## src/rtl/trc_pkg.sv

```systemverilog
// Shared types, constants and the multiply-accumulate program of the readability counter.
`timescale 1ns / 1ps

package trc_pkg;

    // Widths of the shared arithmetic unit and of the result fields.
    localparam int MUL_W   = 32;
    localparam int ACC_W   = 96;
    localparam int INDEX_W = 16;
    localparam int QUO_W   = INDEX_W + 1;
    localparam int FIELD_W = 24;
    localparam int MAC_OPS = 11;

    localparam logic [FIELD_W-1:0] FIELD_MAX = '1;
    localparam logic [INDEX_W-1:0] INDEX_MIN = {1'b1, {(INDEX_W-1){1'b0}}};
    localparam logic [INDEX_W-1:0] INDEX_MAX = {1'b0, {(INDEX_W-1){1'b1}}};

    // Flesch coefficients scaled by 1000: D = 1000*W*T,
    // N = 206835*W*T - 84600*S*T - 1015*W*W.
    localparam logic [MUL_W-1:0] K_DEN  = 32'd1000;
    localparam logic [MUL_W-1:0] K_BASE = 32'd206835;
    localparam logic [MUL_W-1:0] K_SYL  = 32'd84600;
    localparam logic [MUL_W-1:0] K_WRD  = 32'd1015;

    typedef enum logic [2:0] {
        OPA_W,
        OPA_S,
        OPA_WT_LO,
        OPA_WT_HI,
        OPA_ST_LO,
        OPA_ST_HI,
        OPA_WW_LO,
        OPA_WW_HI
    } opa_sel_t;

    typedef enum logic [2:0] {
        OPB_T,
        OPB_W,
        OPB_K_DEN,
        OPB_K_BASE,
        OPB_K_SYL,
        OPB_K_WRD
    } opb_sel_t;

    typedef enum logic [3:0] {
        ACT_NONE,
        ACT_WT,
        ACT_ST,
        ACT_WW,
        ACT_LOAD,
        ACT_LOAD_D,
        ACT_ADD_HI,
        ACT_SUB_LO,
        ACT_SUB_HI
    } mac_act_t;

    typedef struct packed {
        opa_sel_t a_sel;
        opb_sel_t b_sel;
        mac_act_t act;
    } mac_op_t;

    typedef struct packed {
        logic               done;
        logic [INDEX_W-1:0] index;
    } calc_res_t;

    // One multiply per step; the action is applied to the registered product in the next step.
    function automatic mac_op_t mac_op(input logic [3:0] step);
        mac_op_t op;
        op = '{a_sel: OPA_W, b_sel: OPB_T, act: ACT_NONE};
        case (step)
            4'd0:    op = '{a_sel: OPA_W,     b_sel: OPB_T,      act: ACT_WT};
            4'd1:    op = '{a_sel: OPA_S,     b_sel: OPB_T,      act: ACT_ST};
            4'd2:    op = '{a_sel: OPA_W,     b_sel: OPB_W,      act: ACT_WW};
            4'd3:    op = '{a_sel: OPA_WT_LO, b_sel: OPB_K_DEN,  act: ACT_LOAD};
            4'd4:    op = '{a_sel: OPA_WT_HI, b_sel: OPB_K_DEN,  act: ACT_ADD_HI};
            4'd5:    op = '{a_sel: OPA_WT_LO, b_sel: OPB_K_BASE, act: ACT_LOAD_D};
            4'd6:    op = '{a_sel: OPA_WT_HI, b_sel: OPB_K_BASE, act: ACT_ADD_HI};
            4'd7:    op = '{a_sel: OPA_ST_LO, b_sel: OPB_K_SYL,  act: ACT_SUB_LO};
            4'd8:    op = '{a_sel: OPA_ST_HI, b_sel: OPB_K_SYL,  act: ACT_SUB_HI};
            4'd9:    op = '{a_sel: OPA_WW_LO, b_sel: OPB_K_WRD,  act: ACT_SUB_LO};
            4'd10:   op = '{a_sel: OPA_WW_HI, b_sel: OPB_K_WRD,  act: ACT_SUB_HI};
            default: op = '{a_sel: OPA_W,     b_sel: OPB_T,      act: ACT_NONE};
        endcase
        return op;
    endfunction

endpackage

```

## src/rtl/trc_calc.sv

```systemverilog
// Index unit: one shared multiplier and one shared wide adder under a small sequencer.
`timescale 1ns / 1ps

module trc_calc #(
    parameter int COUNT_BITS = 24
) (
    input  logic                    clk,
    input  logic                    rst_n,
    input  logic                    start,
    input  logic [COUNT_BITS-1:0]   syl,
    input  logic [COUNT_BITS-1:0]   words,
    input  logic [COUNT_BITS-1:0]   sents,
    output trc_pkg::calc_res_t      res
);

    localparam int ACC_W = trc_pkg::ACC_W;
    localparam int MUL_W = trc_pkg::MUL_W;
    localparam int QUO_W = trc_pkg::QUO_W;
    localparam int IDX_W = trc_pkg::INDEX_W;
    localparam int CNT_W = $clog2(QUO_W);

    typedef enum logic [6:0] {
        C_IDLE = 7'b0000001,
        C_MAC  = 7'b0000010,
        C_ABS  = 7'b0000100,
        C_SUMX = 7'b0001000,
        C_OVF  = 7'b0010000,
        C_DIV  = 7'b0100000,
        C_DONE = 7'b1000000
    } cstate_t;

    cstate_t                state_reg, state_next;
    logic [3:0]             step_reg, step_next;
    trc_pkg::mac_act_t      act_reg, act_next;
    logic [CNT_W-1:0]       cnt_reg, cnt_next;
    logic [2*MUL_W-1:0]     prod_reg, prod_next;
    logic [2*MUL_W-1:0]     wt_reg, wt_next;
    logic [2*MUL_W-1:0]     st_reg, st_next;
    logic [2*MUL_W-1:0]     ww_reg, ww_next;
    logic [ACC_W-1:0]       acc_reg, acc_next;
    logic [ACC_W-1:0]       d_reg, d_next;
    logic [ACC_W-1:0]       ydiv_reg, ydiv_next;
    logic [QUO_W-1:0]       quo_reg, quo_next;
    logic                   neg_reg, neg_next;
    logic                   ovf_reg, ovf_next;

    trc_pkg::mac_op_t       op;
    logic [MUL_W-1:0]       mul_a;
    logic [MUL_W-1:0]       mul_b;
    logic [2*MUL_W-1:0]     mul_res;
    logic [ACC_W-1:0]       prod_ext;
    logic [ACC_W-1:0]       prod_hi;
    logic [ACC_W-1:0]       add_a;
    logic [ACC_W-1:0]       add_b;
    logic                   add_cin;
    logic [ACC_W:0]         add_sum;
    logic                   ge;
    logic [QUO_W-1:0]       quo_neg;
    logic                   big_neg;
    logic                   big_pos;

    assign op = trc_pkg::mac_op(step_reg);

    // Shared 32x32 multiplier.
    always_comb begin
        case (op.a_sel)
            trc_pkg::OPA_W:     mul_a = MUL_W'(words);
            trc_pkg::OPA_S:     mul_a = MUL_W'(syl);
            trc_pkg::OPA_WT_LO: mul_a = wt_reg[MUL_W-1:0];
            trc_pkg::OPA_WT_HI: mul_a = wt_reg[2*MUL_W-1:MUL_W];
            trc_pkg::OPA_ST_LO: mul_a = st_reg[MUL_W-1:0];
            trc_pkg::OPA_ST_HI: mul_a = st_reg[2*MUL_W-1:MUL_W];
            trc_pkg::OPA_WW_LO: mul_a = ww_reg[MUL_W-1:0];
            trc_pkg::OPA_WW_HI: mul_a = ww_reg[2*MUL_W-1:MUL_W];
            default:            mul_a = '0;
        endcase
        case (op.b_sel)
            trc_pkg::OPB_T:      mul_b = MUL_W'(sents);
            trc_pkg::OPB_W:      mul_b = MUL_W'(words);
            trc_pkg::OPB_K_DEN:  mul_b = trc_pkg::K_DEN;
            trc_pkg::OPB_K_BASE: mul_b = trc_pkg::K_BASE;
            trc_pkg::OPB_K_SYL:  mul_b = trc_pkg::K_SYL;
            trc_pkg::OPB_K_WRD:  mul_b = trc_pkg::K_WRD;
            default:             mul_b = '0;
        endcase
    end

    assign mul_res  = mul_a * mul_b;
    assign prod_ext = ACC_W'(prod_reg);
    assign prod_hi  = prod_ext << MUL_W;

    // Shared wide adder. By default it runs the trial subtraction of the divider.
    always_comb begin
        add_a   = acc_reg;
        add_b   = ~ydiv_reg;
        add_cin = 1'b1;
        case (state_reg)
            C_MAC: begin
                case (act_reg)
                    trc_pkg::ACT_LOAD, trc_pkg::ACT_LOAD_D: begin
                        add_a   = '0;
                        add_b   = prod_ext;
                        add_cin = 1'b0;
                    end
                    trc_pkg::ACT_ADD_HI: begin
                        add_b   = prod_hi;
                        add_cin = 1'b0;
                    end
                    trc_pkg::ACT_SUB_LO: begin
                        add_b   = ~prod_ext;
                    end
                    trc_pkg::ACT_SUB_HI: begin
                        add_b   = ~prod_hi;
                    end
                    default: begin
                        add_b   = ~ydiv_reg;
                    end
                endcase
            end
            C_ABS: begin
                add_a   = '0;
                add_b   = ~acc_reg;
            end
            C_SUMX: begin
                add_a   = acc_reg << 1;
                add_b   = d_reg;
                add_cin = 1'b0;
            end
            default: begin
                add_a   = acc_reg;
            end
        endcase
    end

    assign add_sum = {1'b0, add_a} + {1'b0, add_b} + (ACC_W+1)'(add_cin);
    assign ge      = add_sum[ACC_W];

    // Sequencer.
    always_comb begin
        state_next = state_reg;
        step_next  = step_reg;
        act_next   = act_reg;
        cnt_next   = cnt_reg;
        prod_next  = prod_reg;
        wt_next    = wt_reg;
        st_next    = st_reg;
        ww_next    = ww_reg;
        acc_next   = acc_reg;
        d_next     = d_reg;
        ydiv_next  = ydiv_reg;
        quo_next   = quo_reg;
        neg_next   = neg_reg;
        ovf_next   = ovf_reg;
        case (state_reg)
            C_IDLE: begin
                if (start) begin
                    step_next  = '0;
                    act_next   = trc_pkg::ACT_NONE;
                    state_next = C_MAC;
                end
            end
            C_MAC: begin
                prod_next = mul_res;
                act_next  = op.act;
                step_next = step_reg + 4'd1;
                case (act_reg)
                    trc_pkg::ACT_WT:     wt_next = prod_reg;
                    trc_pkg::ACT_ST:     st_next = prod_reg;
                    trc_pkg::ACT_WW:     ww_next = prod_reg;
                    trc_pkg::ACT_LOAD_D: begin
                        d_next   = acc_reg;
                        acc_next = add_sum[ACC_W-1:0];
                    end
                    trc_pkg::ACT_LOAD, trc_pkg::ACT_ADD_HI,
                    trc_pkg::ACT_SUB_LO, trc_pkg::ACT_SUB_HI: begin
                        acc_next = add_sum[ACC_W-1:0];
                    end
                    default: begin
                        acc_next = acc_reg;
                    end
                endcase
                if (step_reg == 4'(trc_pkg::MAC_OPS)) begin
                    state_next = C_ABS;
                end
            end
            C_ABS: begin
                neg_next = acc_reg[ACC_W-1];
                if (acc_reg[ACC_W-1]) begin
                    acc_next = add_sum[ACC_W-1:0];
                end
                state_next = C_SUMX;
            end
            C_SUMX: begin
                // Dividend 2|N| + D over divisor 2D rounds half away from zero.
                acc_next   = add_sum[ACC_W-1:0];
                ydiv_next  = d_reg << (QUO_W + 1);
                state_next = C_OVF;
            end
            C_OVF: begin
                ovf_next   = ge;
                ydiv_next  = ydiv_reg >> 1;
                quo_next   = '0;
                cnt_next   = CNT_W'(QUO_W - 1);
                state_next = C_DIV;
            end
            C_DIV: begin
                if (ge) begin
                    acc_next = add_sum[ACC_W-1:0];
                end
                quo_next  = {quo_reg[QUO_W-2:0], ge};
                ydiv_next = ydiv_reg >> 1;
                if (cnt_reg == '0) begin
                    state_next = C_DONE;
                end else begin
                    cnt_next = cnt_reg - CNT_W'(1);
                end
            end
            C_DONE: begin
                state_next = C_IDLE;
            end
            default: begin
                state_next = C_IDLE;
            end
        endcase
    end

    always_ff @(posedge clk or negedge rst_n) begin
        if (!rst_n) begin
            state_reg <= C_IDLE;
            step_reg  <= '0;
            act_reg   <= trc_pkg::ACT_NONE;
            cnt_reg   <= '0;
        end else begin
            state_reg <= state_next;
            step_reg  <= step_next;
            act_reg   <= act_next;
            cnt_reg   <= cnt_next;
        end
    end

    always_ff @(posedge clk) begin
        prod_reg <= prod_next;
        wt_reg   <= wt_next;
        st_reg   <= st_next;
        ww_reg   <= ww_next;
        acc_reg  <= acc_next;
        d_reg    <= d_next;
        ydiv_reg <= ydiv_next;
        quo_reg  <= quo_next;
        neg_reg  <= neg_next;
        ovf_reg  <= ovf_next;
    end

    // Apply the sign and saturate the rounded magnitude.
    assign quo_neg = ~quo_reg + QUO_W'(1);
    assign big_neg = ovf_reg || (quo_reg > QUO_W'(2 ** (IDX_W - 1)));
    assign big_pos = ovf_reg || (quo_reg > QUO_W'(2 ** (IDX_W - 1) - 1));

    always_comb begin
        res.done = (state_reg == C_DONE);
        if (neg_reg) begin
            res.index = big_neg ? trc_pkg::INDEX_MIN : quo_neg[IDX_W-1:0];
        end else begin
            res.index = big_pos ? trc_pkg::INDEX_MAX : quo_reg[IDX_W-1:0];
        end
    end

endmodule

```

## src/rtl/text_readability_counter.sv

```systemverilog
// Top level of the streaming text readability counter (Flesch reading ease).
// Usage:
// The input channel (in_valid / in_ready) takes one text byte per word, with
// end_of_text marking the last byte of a text. Ordinary bytes are taken at one
// per cycle; the scanner keeps one byte of look-behind to decide vowel and
// sentence-mark runs. After the final byte the block drops in_ready and works
// out the index with the multiply program on the single 32x32 multiplier and
// then the 17 restoring divide steps on the shared 96-bit adder. A text whose
// word or sentence count is zero skips the index unit: T_CHECK passes it
// straight to T_LOAD, where its result is loaded for the receiver.
// One result word (three saturating counts, the rounded index and an error
// flag) is held in an output register on out_valid / out_ready. While that word
// waits, the next text already streams in; only a second finished result waits
// for the receiver. Reset clears all counts and leaves the block ready, with
// no result pending. After each result the counts return to zero.
`timescale 1ns / 1ps

module text_readability_counter #(
    parameter int COUNT_BITS = 24
) (
    input  logic                                clk,
    input  logic                                rst_n,
    input  logic                                in_valid,
    output logic                                in_ready,
    input  logic [7:0]                          text_byte,
    input  logic                                end_of_text,
    output logic                                out_valid,
    input  logic                                out_ready,
    output logic [trc_pkg::FIELD_W-1:0]         syllable_total,
    output logic [trc_pkg::FIELD_W-1:0]         word_total,
    output logic [trc_pkg::FIELD_W-1:0]         sentence_total,
    output logic signed [trc_pkg::INDEX_W-1:0]  reading_index,
    output logic                                index_error
);

    localparam int FW = trc_pkg::FIELD_W;
    localparam int IW = trc_pkg::INDEX_W;

    typedef enum logic [3:0] {
        T_RUN   = 4'b0001,
        T_CHECK = 4'b0010,
        T_CALC  = 4'b0100,
        T_LOAD  = 4'b1000
    } tstate_t;

    localparam logic [7:0] CH_SPACE = 8'h20;
    localparam logic [7:0] CH_NL    = 8'h0A;
    localparam logic [7:0] CH_E     = 8'h65;

    tstate_t                state_reg, state_next;
    logic [7:0]             prev_byte_reg, prev_byte_next;
    logic                   prev_valid_reg, prev_valid_next;
    logic                   inside_reg, inside_next;
    logic [7:0]             ws_reg, ws_next;
    logic [COUNT_BITS-1:0]  syl_reg, syl_next;
    logic [COUNT_BITS-1:0]  word_reg, word_next;
    logic [COUNT_BITS-1:0]  sent_reg, sent_next;
    logic                   err_reg, err_next;
    logic                   out_valid_reg, out_valid_next;
    logic [FW-1:0]          syl_out_reg, syl_out_next;
    logic [FW-1:0]          word_out_reg, word_out_next;
    logic [FW-1:0]          sent_out_reg, sent_out_next;
    logic [IW-1:0]          index_out_reg, index_out_next;
    logic                   err_out_reg, err_out_next;

    // Scanner results for the byte on the input.
    logic [7:0]             ws_mid;
    logic                   inside_mid;
    logic [COUNT_BITS-1:0]  syl_mid;
    logic [COUNT_BITS-1:0]  word_mid;
    logic [COUNT_BITS-1:0]  sent_mid;
    logic [7:0]             ws_fin;
    logic [COUNT_BITS-1:0]  syl_fin;
    logic [COUNT_BITS-1:0]  sent_fin;
    logic                   prev_counts;

    logic                   accept;
    logic                   check_err;
    logic                   calc_start;
    trc_pkg::calc_res_t     calc_res;

    function automatic logic is_vowel(input logic [7:0] b);
        case (b)
            "a", "e", "i", "o", "u", "y",
            "A", "E", "I", "O", "U", "Y": return 1'b1;
            default:                      return 1'b0;
        endcase
    endfunction

    function automatic logic is_delim(input logic [7:0] b);
        return (b == CH_SPACE) || (b == CH_NL);
    endfunction

    function automatic logic is_mark(input logic [7:0] b);
        case (b)
            ".", "?", "!", ":", ";": return 1'b1;
            default:                 return 1'b0;
        endcase
    endfunction

    function automatic logic [COUNT_BITS-1:0] sat_add(input logic [COUNT_BITS-1:0] a,
                                                       input logic [7:0] b);
        logic [COUNT_BITS:0] s;
        s = {1'b0, a} + (COUNT_BITS+1)'(b);
        return s[COUNT_BITS] ? '1 : s[COUNT_BITS-1:0];
    endfunction

    function automatic logic [7:0] sat_inc8(input logic [7:0] a);
        return (a == 8'hFF) ? a : a + 8'd1;
    endfunction

    function automatic logic [7:0] word_weight(input logic [7:0] a);
        return (a == 8'd0) ? 8'd1 : a;
    endfunction

    function automatic logic [FW-1:0] clamp_field(input logic [COUNT_BITS-1:0] v);
        logic [31:0] e;
        e = 32'(v);
        return (e > 32'(trc_pkg::FIELD_MAX)) ? trc_pkg::FIELD_MAX : e[FW-1:0];
    endfunction

    assign in_ready = (state_reg == T_RUN);
    assign accept   = in_valid && in_ready;

    // The previous byte is settled once the current one is seen; on the final
    // byte the current one is settled as well, with nothing following it.
    always_comb begin
        ws_mid      = ws_reg;
        inside_mid  = inside_reg;
        syl_mid     = syl_reg;
        word_mid    = word_reg;
        sent_mid    = sent_reg;
        prev_counts = 1'b0;
        if (prev_valid_reg) begin
            if (!is_delim(prev_byte_reg) && inside_reg) begin
                prev_counts = is_vowel(prev_byte_reg) && !is_vowel(text_byte);
                if ((prev_byte_reg == CH_E) && (is_delim(text_byte) || is_mark(text_byte))) begin
                    prev_counts = 1'b0;
                end
                if (prev_counts) begin
                    ws_mid = sat_inc8(ws_mid);
                end
            end
            if (is_mark(prev_byte_reg) && !is_mark(text_byte)) begin
                sent_mid = sat_add(sent_mid, 8'd1);
            end
        end
        if (is_delim(text_byte)) begin
            if (inside_reg) begin
                syl_mid    = sat_add(syl_mid, word_weight(ws_mid));
                ws_mid     = 8'd0;
                inside_mid = 1'b0;
            end
        end else if (!inside_reg) begin
            inside_mid = 1'b1;
            ws_mid     = 8'd0;
            word_mid   = sat_add(word_mid, 8'd1);
        end

        ws_fin   = ws_mid;
        syl_fin  = syl_mid;
        sent_fin = sent_mid;
        if (!is_delim(text_byte) && inside_mid && is_vowel(text_byte) && (text_byte != CH_E)) begin
            ws_fin = sat_inc8(ws_fin);
        end
        if (is_mark(text_byte)) begin
            sent_fin = sat_add(sent_fin, 8'd1);
        end
        if (inside_mid) begin
            syl_fin = sat_add(syl_fin, word_weight(ws_fin));
        end
    end

    assign check_err  = (word_reg == '0) || (sent_reg == '0);
    assign calc_start = (state_reg == T_CHECK) && !check_err;

    trc_calc #(
        .COUNT_BITS (COUNT_BITS)
    ) u_calc (
        .clk   (clk),
        .rst_n (rst_n),
        .start (calc_start),
        .syl   (syl_reg),
        .words (word_reg),
        .sents (sent_reg),
        .res   (calc_res)
    );

    always_comb begin
        state_next      = state_reg;
        prev_byte_next  = prev_byte_reg;
        prev_valid_next = prev_valid_reg;
        inside_next     = inside_reg;
        ws_next         = ws_reg;
        syl_next        = syl_reg;
        word_next       = word_reg;
        sent_next       = sent_reg;
        err_next        = err_reg;
        out_valid_next  = out_valid_reg;
        syl_out_next    = syl_out_reg;
        word_out_next   = word_out_reg;
        sent_out_next   = sent_out_reg;
        index_out_next  = index_out_reg;
        err_out_next    = err_out_reg;
        if (out_valid_reg && out_ready) begin
            out_valid_next = 1'b0;
        end
        case (state_reg)
            T_RUN: begin
                if (accept) begin
                    word_next = word_mid;
                    if (end_of_text) begin
                        // Counts are final; the scanner starts afresh for the next text.
                        syl_next        = syl_fin;
                        sent_next       = sent_fin;
                        prev_byte_next  = 8'd0;
                        prev_valid_next = 1'b0;
                        inside_next     = 1'b0;
                        ws_next         = 8'd0;
                        state_next      = T_CHECK;
                    end else begin
                        syl_next        = syl_mid;
                        sent_next       = sent_mid;
                        prev_byte_next  = text_byte;
                        prev_valid_next = 1'b1;
                        inside_next     = inside_mid;
                        ws_next         = ws_mid;
                    end
                end
            end
            T_CHECK: begin
                err_next   = check_err;
                state_next = check_err ? T_LOAD : T_CALC;
            end
            T_CALC: begin
                if (calc_res.done) begin
                    state_next = T_LOAD;
                end
            end
            T_LOAD: begin
                if (!out_valid_reg || out_ready) begin
                    out_valid_next = 1'b1;
                    syl_out_next   = clamp_field(syl_reg);
                    word_out_next  = clamp_field(word_reg);
                    sent_out_next  = clamp_field(sent_reg);
                    index_out_next = err_reg ? '0 : calc_res.index;
                    err_out_next   = err_reg;
                    syl_next       = '0;
                    word_next      = '0;
                    sent_next      = '0;
                    state_next     = T_RUN;
                end
            end
            default: begin
                state_next = T_RUN;
            end
        endcase
    end

    always_ff @(posedge clk or negedge rst_n) begin
        if (!rst_n) begin
            state_reg      <= T_RUN;
            prev_byte_reg  <= 8'd0;
            prev_valid_reg <= 1'b0;
            inside_reg     <= 1'b0;
            ws_reg         <= 8'd0;
            syl_reg        <= '0;
            word_reg       <= '0;
            sent_reg       <= '0;
            err_reg        <= 1'b0;
            out_valid_reg  <= 1'b0;
        end else begin
            state_reg      <= state_next;
            prev_byte_reg  <= prev_byte_next;
            prev_valid_reg <= prev_valid_next;
            inside_reg     <= inside_next;
            ws_reg         <= ws_next;
            syl_reg        <= syl_next;
            word_reg       <= word_next;
            sent_reg       <= sent_next;
            err_reg        <= err_next;
            out_valid_reg  <= out_valid_next;
        end
    end

    always_ff @(posedge clk) begin
        syl_out_reg   <= syl_out_next;
        word_out_reg  <= word_out_next;
        sent_out_reg  <= sent_out_next;
        index_out_reg <= index_out_next;
        err_out_reg   <= err_out_next;
    end

    assign out_valid      = out_valid_reg;
    assign syllable_total = syl_out_reg;
    assign word_total     = word_out_reg;
    assign sentence_total = sent_out_reg;
    assign reading_index  = index_out_reg;
    assign index_error    = err_out_reg;

`ifndef SYNTHESIS
    a_end_stops_input: assert property (@(posedge clk) disable iff (!rst_n)
        in_valid && in_ready && end_of_text |=> !in_ready)
        else $error("input still taken right after the final byte");

    a_done_in_calc: assert property (@(posedge clk) disable iff (!rst_n)
        calc_res.done |-> state_reg == T_CALC)
        else $error("index unit finished outside of a calculation");

    a_error_zero_index: assert property (@(posedge clk) disable iff (!rst_n)
        out_valid && index_error |-> reading_index == '0)
        else $error("index not zero on an error result");

    a_counts_nonzero: assert property (@(posedge clk) disable iff (!rst_n)
        out_valid && !index_error |-> word_total != '0 && sentence_total != '0)
        else $error("valid index with a zero word or sentence count");

    a_index_ceiling: assert property (@(posedge clk) disable iff (!rst_n)
        out_valid && !reading_index[IW-1] |-> reading_index <= IW'(207))
        else $error("index above its largest possible value");
`endif

endmodule

```

## config.mk

```make
export PLATFORM = sky130hd
export DESIGN_NAME = text_readability_counter
export DESIGN_NICKNAME = d
export VERILOG_FILES = /design/src/rtl/trc_pkg.sv /design/src/rtl/trc_calc.sv /design/src/rtl/text_readability_counter.sv
export SDC_FILE = /design/constraint.sdc
export NUM_CORES = 2
export LEC_CHECK = 0
export BUFFER_PORTS_ARGS = -buffer_cell sky130_fd_sc_hd__buf_2
export CORE_AREA = 4 4 280 419
export CTS_CLUSTER_SIZE = 30
export DETAILED_ROUTE_END_ITERATION = 16
export DIE_AREA = 0 0 284 423
export GPL_ROUTABILITY_DRIVEN = 0
export PLACE_DENSITY = 0.82
export SLEW_MARGIN = 20
export SYNTH_ARGS = -nofsm -noshare
export SYNTH_HDL_FRONTEND = slang
export SYNTH_SLANG_ARGS = --single-unit
```

## constraint.sdc

```tcl
create_clock -name clk -period 13.73 [get_ports clk]
set_clock_uncertainty 0.1 [all_clocks]
set_input_delay 1.373 -clock clk [delete_from_list [all_inputs] [get_ports clk]]
set_output_delay 1.373 -clock clk [all_outputs]
set_load 0.03 [all_outputs]
```

==> key figures <==
Outcome
  – Run status: finished, final reports clean

Route
  – WL final: about 220000 um
  – Remaining antenna violation count: 0
  – DRC violation count after routing: 0
  – DR vias/cell: ~6.7
  – DR vias: ~58k
  – Number of optimization iterations in the first detailed-route pass: 7
  – Count of routing violations after the opening detailed-route iteration: roughly 7k
  – Routed len/inst: 25.65 um

Worst setup path
  – Highest cell delay on the worst timing path: 0.99 ns
  – Cell with the largest stage delay on the worst path: sky130_fd_sc_hd__and3_1
  – CP Class: flip-flop to flip-flop
  – Data required time at the worst endpoint: 14.04 ns
  – Critical path arrival: about 12 ns
  – Top fanout value on the critical path: 25
  – Startpoint types: flip-flop
  – CP dominant cell by count: sky130_fd_sc_hd__fa_1
  – Endpoint kind of the worst setup timing path: flip-flop

STA
  – Total negative slack for setup checks: 0 ns
  – Final critical path time including I/O delays and setup: ~12 ns
  – Fin. Hold Viols: 0
  – Setup slack of the critical path after layout: approximately 1.6 ns
  – Max-slew violations: 0
  – Setup repair after global routing missed its margin: no
  – Final setup violating endpoints: 0
  – Relative slew slack: 0.1608
  – FMAX: about 80 MHz
  – Actual slew at the worst max-slew pin: between 1 and 1.5 ns
  – Part of the cycle the worst path needs: 0.8859

Final layout
  – Relative area change from synthesis to final layout: 6.358%
  – Nets: 8103
  – Fraction of layout cells with a size suffix above 1: 0.07986
  – Most used cells in the layout excluding fill and tap cells: sky130_fd_sc_hd__inv_1, sky130_fd_sc_hd__nand2_1, sky130_fd_sc_hd__nor2_1
  – Number of inserted filler cells in the final layout: 8836
  – Non-filler instance count after layout: approximately 8.7k
  – Fin util: 0.6334
  – Most frequent standard cell in the layout excluding fill and tap cells: sky130_fd_sc_hd__inv_1

Logic synthesis
  – Largest cells by area after synthesis: sky130_fd_sc_hd__edfxtp_1, sky130_fd_sc_hd__fa_1, sky130_fd_sc_hd__ha_1, sky130_fd_sc_hd__inv_1, sky130_fd_sc_hd__nand2_1
  – Mapped Area: about 68000 um2
  – Largest area contributor in the netlist: sky130_fd_sc_hd__edfxtp_1
  – Synthesized area divided by synthesized cell count: approximately 9.4 um2
  – Mapped Cells: roughly 7.2k
  – Most used flip-flop cell after synthesis: sky130_fd_sc_hd__edfxtp_1
  – Number of enable flip-flop cells after synthesis: a little over 600
  – Net count after synthesis: between 8k and 9k
  – Flops & latches, synth: roughly 740
  – Post-synth top area share: 0.2744
  – Count of yosys warnings during synthesis: 0
  – Share of the yosys chip area belonging to registers: 0.3173
  – Async S/R FF share, synth: 0.1576
  – Number of distinct library cell variants in the gate-level netlist after synthesis: 120

Die
  – Width of the die: 284 um
  – Die ar.: around 120000 um2
  – Initial Utilization: 0.5955
  – Vertical die dimension: 423 um
  – Num rows: 152
  – # IOs: approximately 100
  – Placeable Area: 113900 um2

GRT
  – Total routing resource utilization after global routing: 0.3650
  – Global route total overflow: 0
  – Vias in the first global route: between 50k and 60k
  – Initial antenna violation count: 10
  – Maximum number of pins on one net before global-route repair: 100
  – Wire length of the first global-routing pass: around 340000 um

CTS
  – Clock buffers created by TritonCTS: 73
  – Number of instances resized during post-cts repair: 0
  – Cell chosen for the clock root: sky130_fd_sc_hd__clkbuf_16
  – H-tree levels: 3
  – CTS Sinks: 736
  – Longest Clk Path Bufs: 3
  – Clock latency on the worst-skew pair: 0.69 ns
  – TritonCTS clock tree: yes
  – Cts hold-fix bufs: 0
  – Post-CTS Setup Inserts: 0
  – Clk slew on worst S/H paths: about 0.070 ns

Min path
  – Class of the most critical hold timing path: flip-flop to flip-flop

Place
  – Placed cell count: 8504
  – DP Worst Slack: 1.872 ns
  – PortBufs: around 100
  – Half-perimeter wire length after placement: about 160000 um

Job
  – MaxCap Viol Count: 0

Power
  – Power density relative to cell area: approximately 210 nW/um2
  – Leakage Power: roughly 31 nW
  – Worst VDD drop: 0.1998 mV
-- kinds of logic (layout without fill, tap and decap cells) --
family | Yosys count | count (layout) | synth area share
other cells | 0 | 12 | 0
mux | 148 | 148 | 0.02341
simple gates | 2287 | 2287 | 0.1520
fa+ha+maj | 974 | 974 | 0.2529
compound gates | 1614 | 1614 | 0.1595
flops | 736 | 736 | 0.3173
buf+inv | 1311 | 1253 | 0.07396
xor+xnor | 163 | 163 | 0.02104
-- final timing paths --
kind                                                start                             to  slack, ns  depth (start not counted)
max                        u_calc.step_reg[2]$_DFFE_PN0P_  u_calc.prod_reg[50]$_DFFE_PP_       1.57                         35
min                          u_calc.acc_reg[41]$_DFFE_PP_     u_calc.d_reg[41]$_DFFE_PP_       0.41                          0
max reg2reg                u_calc.step_reg[2]$_DFFE_PN0P_  u_calc.prod_reg[50]$_DFFE_PP_       1.57                         35
min reg2reg                  u_calc.acc_reg[41]$_DFFE_PP_     u_calc.d_reg[41]$_DFFE_PP_       0.41                          0
max in group asynchronous                           rst_n        word_reg[6]$_DFFE_PN0P_      11.53                          2
min in group asynchronous                           rst_n            out_valid$_DFF_PN0_       0.58                          1
-- area by class of cell --
type                       instances  area (um2)  share of cell area
inverter                         889        3344             0.04635
clock buffer                      88        1978             0.02742
multi-input combinational       5186       41510              0.5753
antenna                           12       30.03           0.0004162
tap                             1463        1831             0.02537
timing repair buffer             230        1484             0.02057
clock inverter                    46       451.7            0.006260
sequential                       736       21520              0.2983
-- per-stage QoR --
| stage | power [mW] | hold WS (ns) | cell area, um2 |
|---|---|---|---|
| 2_1_floorplan | 9.435 | 0.3196 | 67840 |
| 3_3_place_gp | 12.53 | 0.3924 | 69680 |
| 3_5_place_dp | 12.72 | 0.3944 | 69680 |
| 4_1_cts | 14.94 | 0.4073 | 72110 |
| 5_1_grt | 16.17 | 0.4240 | 72130 |
| 6_report | 15.30 | 0.4126 | 72150 |
-- routing by layer --
| layer | part of all wire | global-route usage |
|---|---|---|
| met5 | 0.00074 | 0.006048 |
| met1 | 0.32 | 0.4113 |
| met4 | 0.10 | 0.2955 |
| met2 | 0.46 | 0.5887 |
| met3 | 0.11 | 0.09203 |
-- where the power goes --
part	internal [mW]	total, mW	switching (mW)
combinational	3.10	9.87	6.77
sequential	2.94	3.36	0.412
clock	1.14	2.07	0.928
-- worst max-delay path: cells and delay by family (launching register included) --
| family | cells | cell delay, ns |
|---|---|---|
| AOI/OAI and AO/OA | 12 | 4.06 |
| DFF | 1 | 0.49 |
| xor gates and xnor gates | 1 | 0.17 |
| adders and majority gates | 8 | 3.95 |
| buffers and inverters | 8 | 0.98 |
| and+or+nand+nor | 6 | 2.07 |
-- cell usage after synthesis, types with 108 or more instances --
| library cell | n |
|---|---|
| sky130_fd_sc_hd__o21ai_0 | 284 |
| sky130_fd_sc_hd__edfxtp_1 | 620 |
| sky130_fd_sc_hd__dfrtp_1 | 114 |
| sky130_fd_sc_hd__inv_1 | 885 |
| sky130_fd_sc_hd__a21oi_1 | 403 |
| sky130_fd_sc_hd__a22o_1 | 108 |
| sky130_fd_sc_hd__nand2_1 | 857 |
| sky130_fd_sc_hd__ha_1 | 312 |
| sky130_fd_sc_hd__clkbuf_1 | 369 |
| sky130_fd_sc_hd__fa_1 | 662 |
| sky130_fd_sc_hd__a21o_1 | 128 |
| sky130_fd_sc_hd__nor2_1 | 791 |
No activity file was read; power rests on OpenSTA's default activity.
